### config.mk
export PLATFORM = sky130hd
export DESIGN_NAME = motion_supervisor_with_command_timeout
export DESIGN_NICKNAME = d
export VERILOG_FILES = /design/src/rtl/msup_pkg.sv /design/src/rtl/msup_front.sv /design/src/rtl/msup_back.sv /design/src/rtl/motion_supervisor_with_command_timeout.sv
export SDC_FILE = /design/constraint.sdc
export NUM_CORES = 2
export LEC_CHECK = 0
export BUFFER_PORTS_ARGS = -buffer_cell sky130_fd_sc_hd__buf_2
export CAP_MARGIN = 30
export CORE_ASPECT_RATIO = 0.7
export CORE_UTILIZATION = 31
export CTS_CLUSTER_DIAMETER = 200
export DETAILED_ROUTE_END_ITERATION = 6
export PLACE_DENSITY = 0.55
export SYNTH_ARGS = -nofsm -noshare
export SYNTH_HDL_FRONTEND = slang
export SYNTH_SLANG_ARGS = --single-unit
### constraint.sdc
create_clock -name clk -period 11.3 [get_ports clk]
set_clock_uncertainty 0.2 [all_clocks]
set_input_delay 0 -clock clk [delete_from_list [all_inputs] [get_ports clk]]
set_output_delay 0 -clock clk [all_outputs]
set_load 0.05 [all_outputs]
### src/rtl/msup_pkg.sv
package msup_pkg;

  localparam int ValW       = 32;
  localparam int GainW      = 16;
  localparam int GainFrac   = 8;
  localparam int AgeW       = 16;
  localparam int ThrW       = 16;
  localparam int CmdW       = 3;
  localparam int CfgIdxW    = 3;
  localparam int CfgDataW   = 16;
  localparam int SumW       = ValW + 1;
  localparam int ProdW      = SumW + GainW + 1;
  localparam int InDataW    = 104;
  localparam int OutDataW   = 40;
  localparam int QueueDepth = 2;
  localparam int QueueCntW  = 2;

  localparam logic [AgeW-1:0] AgeMax = '1;

  localparam logic [CmdW-1:0] CmdRecenter = 3'd0;
  localparam logic [CmdW-1:0] CmdAccel    = 3'd1;
  localparam logic [CmdW-1:0] CmdVel      = 3'd2;

  localparam logic [AgeW-1:0] TimeoutReset  = 16'd100;
  localparam logic [ThrW-1:0] PosThrReset   = 16'd164;
  localparam logic [ThrW-1:0] VelThrReset   = 16'd1638;
  localparam logic [ThrW-1:0] IdleThrReset  = 16'd1311;
  localparam logic [GainW-1:0] RecGainReset = 16'd3840;
  localparam logic [GainW-1:0] DampGainReset = 16'd3840;

  typedef enum logic [2:0] {
    MODE_EXEC     = 3'd0,
    MODE_RECENTER = 3'd1,
    MODE_IDLE     = 3'd2,
    MODE_TERM     = 3'd3,
    MODE_HALT     = 3'd4
  } op_mode_t;

  typedef enum logic [1:0] {
    DRIVE_NONE  = 2'd0,
    DRIVE_ACCEL = 2'd1,
    DRIVE_VEL   = 2'd2
  } drive_mode_t;

  typedef enum logic [1:0] {
    KIND_RECENTER = 2'd0,
    KIND_ACCEL    = 2'd1,
    KIND_VEL      = 2'd2,
    KIND_TERM     = 2'd3
  } cmd_kind_t;

  typedef enum logic [CfgIdxW-1:0] {
    REG_TIMEOUT   = 3'd0,
    REG_POS_THR   = 3'd1,
    REG_VEL_THR   = 3'd2,
    REG_IDLE_THR  = 3'd3,
    REG_REC_GAIN  = 3'd4,
    REG_DAMP_GAIN = 3'd5
  } cfg_reg_t;

  typedef struct packed {
    logic signed [ValW-1:0] vel;
    logic [ValW-1:0]        abs_pos;
    logic [ValW-1:0]        abs_vel;
    logic signed [SumW-1:0] sum;
    logic                   new_cmd;
    cmd_kind_t              kind;
    logic signed [ValW-1:0] cmd_value;
  } tick_t;

  typedef struct packed {
    drive_mode_t            dmode;
    logic                   use_gain;
    op_mode_t               mode;
    logic                   tout;
    logic signed [ValW-1:0] value;
  } ctl_t;

  // last field in the lowest bits
  typedef struct packed {
    logic                   done_res;
    logic                   timed_out;
    op_mode_t               mode_out;
    logic signed [ValW-1:0] drive_value;
    drive_mode_t            drive_mode;
  } result_t;

  localparam int ResultW = $bits(result_t);

endpackage

### src/rtl/msup_front.sv
module msup_front (
  input  logic                         clk,
  input  logic                         rst,
  input  logic                         s_tvalid,
  output logic                         s_tready,
  // motor_pos, motor_vel, cmd, cmd_value
  input  logic [msup_pkg::InDataW-1:0] s_tdata,
  // new_cmd
  input  logic                         s_tuser,
  output logic                         q_valid,
  input  logic                         q_ready,
  output msup_pkg::tick_t              q_tick
);

  logic signed [msup_pkg::ValW-1:0] pos;
  logic signed [msup_pkg::ValW-1:0] vel;
  logic [msup_pkg::CmdW-1:0]        cmd_code;
  msup_pkg::tick_t                  tick_c;
  msup_pkg::tick_t                  mem [msup_pkg::QueueDepth];
  logic                             wr_ptr;
  logic                             rd_ptr;
  logic [msup_pkg::QueueCntW-1:0]   count;
  logic                             push;
  logic                             pop;

  assign pos      = s_tdata[31:0];
  assign vel      = s_tdata[63:32];
  assign cmd_code = s_tdata[66:64];

  always_comb begin
    tick_c.vel       = vel;
    tick_c.abs_pos   = pos[msup_pkg::ValW-1] ? -pos : pos;
    tick_c.abs_vel   = vel[msup_pkg::ValW-1] ? -vel : vel;
    tick_c.sum       = msup_pkg::SumW'(pos) + msup_pkg::SumW'(vel);
    tick_c.new_cmd   = s_tuser;
    tick_c.cmd_value = s_tdata[98:67];
    unique case (cmd_code)
      msup_pkg::CmdRecenter: tick_c.kind = msup_pkg::KIND_RECENTER;
      msup_pkg::CmdAccel:    tick_c.kind = msup_pkg::KIND_ACCEL;
      msup_pkg::CmdVel:      tick_c.kind = msup_pkg::KIND_VEL;
      default:               tick_c.kind = msup_pkg::KIND_TERM;
    endcase
  end

  assign s_tready = (count != msup_pkg::QueueCntW'(msup_pkg::QueueDepth));
  assign q_valid  = (count != '0);
  assign push     = s_tvalid && s_tready;
  assign pop      = q_valid && q_ready;
  assign q_tick   = mem[rd_ptr];

  always_ff @(posedge clk) begin
    if (rst) begin
      wr_ptr <= 1'b0;
      rd_ptr <= 1'b0;
      count  <= '0;
    end else begin
      if (push) begin
        wr_ptr <= ~wr_ptr;
      end
      if (pop) begin
        rd_ptr <= ~rd_ptr;
      end
      count <= count + msup_pkg::QueueCntW'(push) - msup_pkg::QueueCntW'(pop);
    end
  end

  always_ff @(posedge clk) begin
    if (push) begin
      mem[wr_ptr] <= tick_c;
    end
  end

endmodule

### src/rtl/msup_back.sv
module msup_back (
  input  logic                          clk,
  input  logic                          rst,
  input  logic                          cfg_we,
  input  logic [msup_pkg::CfgIdxW-1:0]  cfg_index,
  input  logic [msup_pkg::CfgDataW-1:0] cfg_data,
  input  logic                          q_valid,
  output logic                          q_ready,
  input  msup_pkg::tick_t               q_tick,
  output logic                          m_tvalid,
  input  logic                          m_tready,
  output logic [msup_pkg::OutDataW-1:0] m_tdata
);

  logic [msup_pkg::AgeW-1:0]  timeout_ticks;
  logic [msup_pkg::ThrW-1:0]  pos_threshold;
  logic [msup_pkg::ThrW-1:0]  vel_threshold;
  logic [msup_pkg::ThrW-1:0]  idle_vel_threshold;
  logic [msup_pkg::GainW-1:0] recenter_gain;
  logic [msup_pkg::GainW-1:0] damping_gain;

  msup_pkg::op_mode_t               op_mode;
  msup_pkg::op_mode_t               mode_mid;
  msup_pkg::op_mode_t               op_mode_next;
  msup_pkg::cmd_kind_t              held_kind;
  msup_pkg::cmd_kind_t              kind_eff;
  logic signed [msup_pkg::ValW-1:0] held_value;
  logic signed [msup_pkg::ValW-1:0] value_eff;
  logic [msup_pkg::AgeW-1:0]        command_age;
  logic [msup_pkg::AgeW-1:0]        age_eff;
  logic                             first_tick;
  logic                             tout_c;
  logic                             near;
  logic                             idle_slow;

  msup_pkg::ctl_t                    ctl_c;
  logic signed [msup_pkg::SumW-1:0]  operand_c;
  logic [msup_pkg::GainW-1:0]        gain_c;
  logic                              en;
  logic                              pop;

  logic                              s1_valid;
  msup_pkg::ctl_t                    s1_ctl;
  logic signed [msup_pkg::SumW-1:0]  s1_operand;
  logic [msup_pkg::GainW-1:0]        s1_gain;
  logic                              s2_valid;
  msup_pkg::ctl_t                    s2_ctl;
  logic signed [msup_pkg::ProdW-1:0] s2_prod;
  logic signed [msup_pkg::ProdW-1:0] prod_c;
  logic signed [msup_pkg::ProdW-1:0] neg_c;
  logic signed [msup_pkg::ProdW-1:0] quo_c;
  logic signed [msup_pkg::ValW-1:0]  sat_c;
  msup_pkg::result_t                 res_c;
  msup_pkg::result_t                 res;

  always_ff @(posedge clk) begin
    if (rst) begin
      timeout_ticks      <= msup_pkg::TimeoutReset;
      pos_threshold      <= msup_pkg::PosThrReset;
      vel_threshold      <= msup_pkg::VelThrReset;
      idle_vel_threshold <= msup_pkg::IdleThrReset;
      recenter_gain      <= msup_pkg::RecGainReset;
      damping_gain       <= msup_pkg::DampGainReset;
    end else if (cfg_we) begin
      unique case (msup_pkg::cfg_reg_t'(cfg_index))
        msup_pkg::REG_TIMEOUT:   timeout_ticks      <= cfg_data;
        msup_pkg::REG_POS_THR:   pos_threshold      <= cfg_data;
        msup_pkg::REG_VEL_THR:   vel_threshold      <= cfg_data;
        msup_pkg::REG_IDLE_THR:  idle_vel_threshold <= cfg_data;
        msup_pkg::REG_REC_GAIN:  recenter_gain      <= cfg_data;
        msup_pkg::REG_DAMP_GAIN: damping_gain       <= cfg_data;
        default: ;
      endcase
    end
  end

  assign en      = !m_tvalid || m_tready;
  assign q_ready = en;
  assign pop     = q_valid && en;

  // command update and stale-command check
  always_comb begin
    kind_eff  = q_tick.new_cmd ? q_tick.kind : held_kind;
    value_eff = q_tick.new_cmd ? q_tick.cmd_value : held_value;
    age_eff   = q_tick.new_cmd ? '0 : command_age;
    mode_mid  = op_mode;
    tout_c    = 1'b0;
    if (op_mode == msup_pkg::MODE_EXEC || op_mode == msup_pkg::MODE_IDLE) begin
      if (age_eff > timeout_ticks && op_mode != msup_pkg::MODE_IDLE && !first_tick) begin
        mode_mid = msup_pkg::MODE_IDLE;
        tout_c   = 1'b1;
      end
      if (age_eff < timeout_ticks) begin
        mode_mid = msup_pkg::MODE_EXEC;
      end
    end
    near = (q_tick.abs_vel < msup_pkg::ValW'(vel_threshold)) &&
           (q_tick.abs_pos < msup_pkg::ValW'(pos_threshold));
    idle_slow = (q_tick.abs_vel < msup_pkg::ValW'(idle_vel_threshold));
  end

  always_comb begin
    op_mode_next = mode_mid;
    unique case (mode_mid)
      msup_pkg::MODE_EXEC: begin
        if (kind_eff == msup_pkg::KIND_RECENTER) begin
          op_mode_next = msup_pkg::MODE_RECENTER;
        end else if (kind_eff == msup_pkg::KIND_TERM) begin
          op_mode_next = msup_pkg::MODE_TERM;
        end
      end
      msup_pkg::MODE_IDLE, msup_pkg::MODE_HALT: op_mode_next = mode_mid;
      msup_pkg::MODE_RECENTER: begin
        if (near) begin
          op_mode_next = msup_pkg::MODE_IDLE;
        end
      end
      default: op_mode_next = near ? msup_pkg::MODE_HALT : msup_pkg::MODE_TERM;
    endcase
  end

  always_comb begin
    ctl_c.dmode    = msup_pkg::DRIVE_NONE;
    ctl_c.use_gain = 1'b0;
    ctl_c.mode     = op_mode_next;
    ctl_c.tout     = tout_c;
    ctl_c.value    = '0;
    operand_c      = q_tick.sum;
    gain_c         = recenter_gain;
    unique case (mode_mid)
      msup_pkg::MODE_EXEC: begin
        if (kind_eff == msup_pkg::KIND_ACCEL) begin
          ctl_c.dmode = msup_pkg::DRIVE_ACCEL;
          ctl_c.value = value_eff;
        end else if (kind_eff == msup_pkg::KIND_VEL) begin
          ctl_c.dmode = msup_pkg::DRIVE_VEL;
          ctl_c.value = value_eff;
        end
      end
      msup_pkg::MODE_IDLE: begin
        if (idle_slow) begin
          ctl_c.dmode = msup_pkg::DRIVE_VEL;
        end else begin
          ctl_c.dmode    = msup_pkg::DRIVE_ACCEL;
          ctl_c.use_gain = 1'b1;
          operand_c      = msup_pkg::SumW'(q_tick.vel);
          gain_c         = damping_gain;
        end
      end
      msup_pkg::MODE_HALT: ctl_c.dmode = msup_pkg::DRIVE_NONE;
      default: begin
        if (near) begin
          ctl_c.dmode = msup_pkg::DRIVE_VEL;
        end else begin
          ctl_c.dmode    = msup_pkg::DRIVE_ACCEL;
          ctl_c.use_gain = 1'b1;
        end
      end
    endcase
  end

  always_ff @(posedge clk) begin
    if (rst) begin
      op_mode     <= msup_pkg::MODE_EXEC;
      held_kind   <= msup_pkg::KIND_ACCEL;
      held_value  <= '0;
      command_age <= '0;
      first_tick  <= 1'b1;
    end else if (pop) begin
      op_mode     <= op_mode_next;
      held_kind   <= kind_eff;
      held_value  <= value_eff;
      command_age <= (age_eff == msup_pkg::AgeMax) ? age_eff : age_eff + 1'b1;
      first_tick  <= 1'b0;
    end
  end

  // product, then floor of the negated product over 256 with saturation
  assign prod_c = s1_operand * $signed({1'b0, s1_gain});
  assign neg_c  = -s2_prod;
  assign quo_c  = neg_c >>> msup_pkg::GainFrac;

  always_comb begin
    if ((&quo_c[msup_pkg::ProdW-1:msup_pkg::ValW-1]) ||
        !(|quo_c[msup_pkg::ProdW-1:msup_pkg::ValW-1])) begin
      sat_c = quo_c[msup_pkg::ValW-1:0];
    end else if (quo_c[msup_pkg::ProdW-1]) begin
      sat_c = {1'b1, {(msup_pkg::ValW-1){1'b0}}};
    end else begin
      sat_c = {1'b0, {(msup_pkg::ValW-1){1'b1}}};
    end
    res_c.drive_mode  = s2_ctl.dmode;
    res_c.drive_value = s2_ctl.use_gain ? sat_c : s2_ctl.value;
    res_c.mode_out    = s2_ctl.mode;
    res_c.timed_out   = s2_ctl.tout;
    res_c.done_res    = (s2_ctl.mode == msup_pkg::MODE_HALT);
  end

  always_ff @(posedge clk) begin
    if (rst) begin
      s1_valid <= 1'b0;
      s2_valid <= 1'b0;
      m_tvalid <= 1'b0;
    end else if (en) begin
      s1_valid <= pop;
      s2_valid <= s1_valid;
      m_tvalid <= s2_valid;
    end
  end

  always_ff @(posedge clk) begin
    if (en) begin
      s1_ctl     <= ctl_c;
      s1_operand <= operand_c;
      s1_gain    <= gain_c;
      s2_ctl     <= s1_ctl;
      s2_prod    <= prod_c;
      res        <= res_c;
    end
  end

  assign m_tdata = msup_pkg::OutDataW'(res);

endmodule

### src/rtl/motion_supervisor_with_command_timeout.sv
// Motion supervisor: each input word is one control tick (position, velocity and an optional
// fresh command in s_tuser) and gives exactly one output word with the drive request, the mode
// after the tick, the timeout flag and the done flag. The block sustains one word per cycle
// while the receiver does not stall: a two-word input queue feeds a back end whose first stage
// updates mode, held command and command age, whose second stage holds the 33 x 17 bit gain
// multiply, and whose third stage floors, saturates and registers the result. Configuration
// writes take effect on the next cycle.
module motion_supervisor_with_command_timeout (
  input  logic                          clk,
  input  logic                          rst,
  input  logic                          cfg_we,
  input  logic [msup_pkg::CfgIdxW-1:0]  cfg_index,
  input  logic [msup_pkg::CfgDataW-1:0] cfg_data,
  input  logic                          s_tvalid,
  output logic                          s_tready,
  // motor_pos, motor_vel, cmd, cmd_value, zero fill
  input  logic [msup_pkg::InDataW-1:0]  s_tdata,
  // new_cmd
  input  logic                          s_tuser,
  output logic                          m_tvalid,
  input  logic                          m_tready,
  // drive_mode, drive_value, mode_out, timed_out, done_res, zero fill
  output logic [msup_pkg::OutDataW-1:0] m_tdata
);

  logic            q_valid;
  logic            q_ready;
  msup_pkg::tick_t q_tick;

  msup_front u_front (
    .clk      (clk),
    .rst      (rst),
    .s_tvalid (s_tvalid),
    .s_tready (s_tready),
    .s_tdata  (s_tdata),
    .s_tuser  (s_tuser),
    .q_valid  (q_valid),
    .q_ready  (q_ready),
    .q_tick   (q_tick)
  );

  msup_back u_back (
    .clk       (clk),
    .rst       (rst),
    .cfg_we    (cfg_we),
    .cfg_index (cfg_index),
    .cfg_data  (cfg_data),
    .q_valid   (q_valid),
    .q_ready   (q_ready),
    .q_tick    (q_tick),
    .m_tvalid  (m_tvalid),
    .m_tready  (m_tready),
    .m_tdata   (m_tdata)
  );

endmodule

==> impl_metrics.csv <==
group,metric,value,unit
worst_setup_path,rr_startpoint,"u_back.s1_operand[10]$_DFFE_PN_",
drt,detail-route-antenna-nets,0,
worst_setup_path,critPathCaptureType,"flip-flop",
drt,drcViolationCount,0,
grt,grt_pass1_wl,198000,um
synthesis,yosysMostFrequentCell,"inv_1",
synthesis,syn_area_per_cell,10.9,um2
floorplan,row_count,121,
worst_setup_path,crit_top_cell,"fa_1",
finish,area_delta_synth_final,17.0,%
timing,tightest_slew,1070,ps
timing,finalSetupViolCount,0,
hold_path,hold_path.class,"input port to flip-flop",
timing,max_freq,0.133,GHz
worst_setup_path,crit_required,11510,ps
clock_tree,htree_num_levels,3,
status,outcome,"complete, no violations",
floorplan,die_x,476,um
grt,busiest_layer,"met2",
grt,gr-total-overflow,0,
synthesis,ys_types,81,
floorplan,core_area,0.156,mm2
clock_tree,cts_tree,"done",
worst_setup_path,crit_type,"flip-flop to flip-flop",
hold_path,hold_start,"s_tdata[29]",
clock_tree,cts-root-buf,"clkbuf_16",
worst_setup_path,reg2regPathDepth,20,
grt,grt_max_degree,164,
grt,grt_usage,0.161,
floorplan,dieArea,0.159,mm2
worst_setup_path,cp_max_fo,16,
synthesis,syn-num-nets,5315,
grt,grt_pass1_vias,34113,
grt,grt_use_met2,0.249,
timing,fin_crit,7540,ps
finish,fin_nets,5671,
clock_tree,clk_pin_slew,60,ps
timing,finalSetupTns,0,ps
timing,timing.hold.ws,50.6,ps
placed_design,io_buffers,164,
placed_design,gp_congestion,0.823,
hold_path,hold_depth,3,
grt,use_met3,0.0290,
synthesis,syn-instance-count,4465,
drt,wire_per_inst,18.0,um
drt,drt_iter0_drc,2378,
drt,routed-via-count,33008,
clock_tree,numCtsBuffers,75,
worst_setup_path,critPathMaxStageDelay,930,ps
grt,antenna_found_initial,1,
clock_tree,cts.sinks,700,
timing,rsz0062_at_grt,"no",
timing,relSlewSlack,0.287,
synthesis,synthArstFlopShare,0,
worst_setup_path,r2r_slack,3760,ps
synthesis,yosys_warnings,0,
synthesis,ys.flop_type,"edfxtp_1",
worst_setup_path,slowest_stage,"edfxtp_1",
floorplan,die_y,334,um
clock_tree,clock_path_buffers,3,
synthesis,yosysTopAreaCell,"edfxtp_1",
clock_tree,cts_setup_buffers,0,
placed_design,dp_hpwl,88000,um
synthesis,synth_top_cell_area_share,0.334,
worst_setup_path,crit_start,"u_back.s1_operand[10]$_DFFE_PN_",
floorplan,io_pins,171,
timing,slew_viol_final,0,
synthesis,yosys-top-cells-area,"edfxtp_1 (33%), fa_1 (21%), dfxtp_1 (6.5%), inv_1 (5.6%), ha_1 (5.6%)",
floorplan,start_util,0.313,
flow_run,maxCapViolCount,0,
synthesis,synth_seq_cells,700,
worst_setup_path,arrival,7750,ps
drt,dr.pass1.iters,6,
synthesis,ys_top_cells_by_count,"inv_1 (730), nand2_1 (599), edfxtp_1 (542)",
grt,use_met1,0.233,
synthesis,synth_area,0.0487,mm2
clock_tree,insertion_delay,720,ps
drt,vias_per_cell,4.73,
finish,instances_no_fill,6975,
drt,drt-total-wl,126000,um
placed_design,dpl.cell_count,6569,
finish,drive_above_1_share,0.0834,
synthesis,synth_edf_count,542,
finish,fillers,15391,
worst_setup_path,start_kind,"flip-flop",
timing,finalHoldViolCount,0,
synthesis,seq_area_frac_synth,0.399,
worst_setup_path,crit_chain,"nand2_1 > fa_1 > fa_1 > fa_1 > fa_1 > inv_1 > fa_1 > inv_1 > fa_1 > inv_1 > ha_1 > and2_1 > and3_1 > o311ai_1 > a311oi_1 > o21ai_0 > o21ai_0 > a2111oi_0 > nor3_1 > xor2_1",
timing,finalCritPeriodShare,0.667,
[what timing repair did]
| action | CTS | global route |
|---|---|---|
| endpoints found under the hold margin | 587 | 0 |
| hold buffers | 263 | 0 |
| resized for setup | 0 | 0 |
[state kept, by name (all words and copies together) (netlist names), 32 cells and up, named ones only]
signal and count:
u_back.m_tdata 39, u_back.s2_prod 50, u_back.s2_ctl 33, u_back.s1_operand 33, u_back.s1_ctl 39, u_front.mem 326
u_back.held_value 32
[placed cells by master (no fill, tap or decap), drive strengths merged, types with 21 or more instances in the layout]
master / n
a21oi: 177
dlygate4sd3: 263
a211oi: 75
inv: 736
o22ai: 33
a31oi: 21
mux2: 51
nand4: 38
nor3: 24
ha: 217
edfxtp: 542
fa: 504
clkinv: 25
xnor2: 130
mux2i: 42
xor2: 40
nor4: 32
and3: 23
buf: 211
nand2: 599
and2: 223
a21o: 52
mux4: 32
nor2: 207
nand3: 32
dfxtp: 158
clkbuf: 101
o21ai: 79
[stage by stage]
stage	cell area, um2	util	setup WS [ps]
floorplan	48700	-	2720
global placement	51700	0.332	3940
detailed placement	51700	0.332	3880
CTS	56900	0.365	3810
global route	57000	0.366	3420
finish	57000	0.366	3760
[critical path, delay by kind of cell, from the launching register on]
kind                     cells  cell delay [ps]
buffers and inverters        3              170
AO/OA/AOI/OAI                5             1540
flip-flops                   1              930
adder cells (fa/ha/maj)      7             3500
AND/OR/NAND/NOR              4              780
XOR/XNOR                     1              100
[worst paths after layout]
path / end
max: u_back.s2_prod[34]$_DFFE_PN_
min: u_front.mem[1][129]$_DFFE_PP_
max reg2reg: u_back.s2_prod[34]$_DFFE_PN_
min reg2reg: u_back.s2_ctl[14]$_DFFE_PN_
[routing by layer]
layer,part of all wire,up-vias
li1,-,15421
met1,0.48,16596
met2,0.44,836
met3,0.059,155
met4,0.019,0
met5,0,-
[final cells by class]
cell class / instances / area, um2 / area share
multi-input combinational: 2839 / 25700 / 0.452
sequential: 700 / 19400 / 0.341
timing repair buffer: 474 / 3890 / 0.0682
inverter: 731 / 2750 / 0.0483
tap: 2091 / 2620 / 0.0459
clock buffer: 101 / 2040 / 0.0358
clock inverter: 38 / 505 / 0.00887
antenna: 1 / 2.50 / 0.0000439
[logic make-up after synthesis]
kind of cell             Yosys count  synth area share
flip-flops                       700             0.399
AO/OA/AOI/OAI                    555            0.0729
adder cells (fa/ha/maj)          722             0.263
XOR/XNOR                         170            0.0306
other                              1         0.0000770
multiplexers                     125            0.0377
buffers and inverters            926            0.0733
AND/OR/NAND/NOR                 1266             0.124
Power is not shown: default switching activity piles up to over one toggle a cycle in this logic, so the estimate is an artifact.
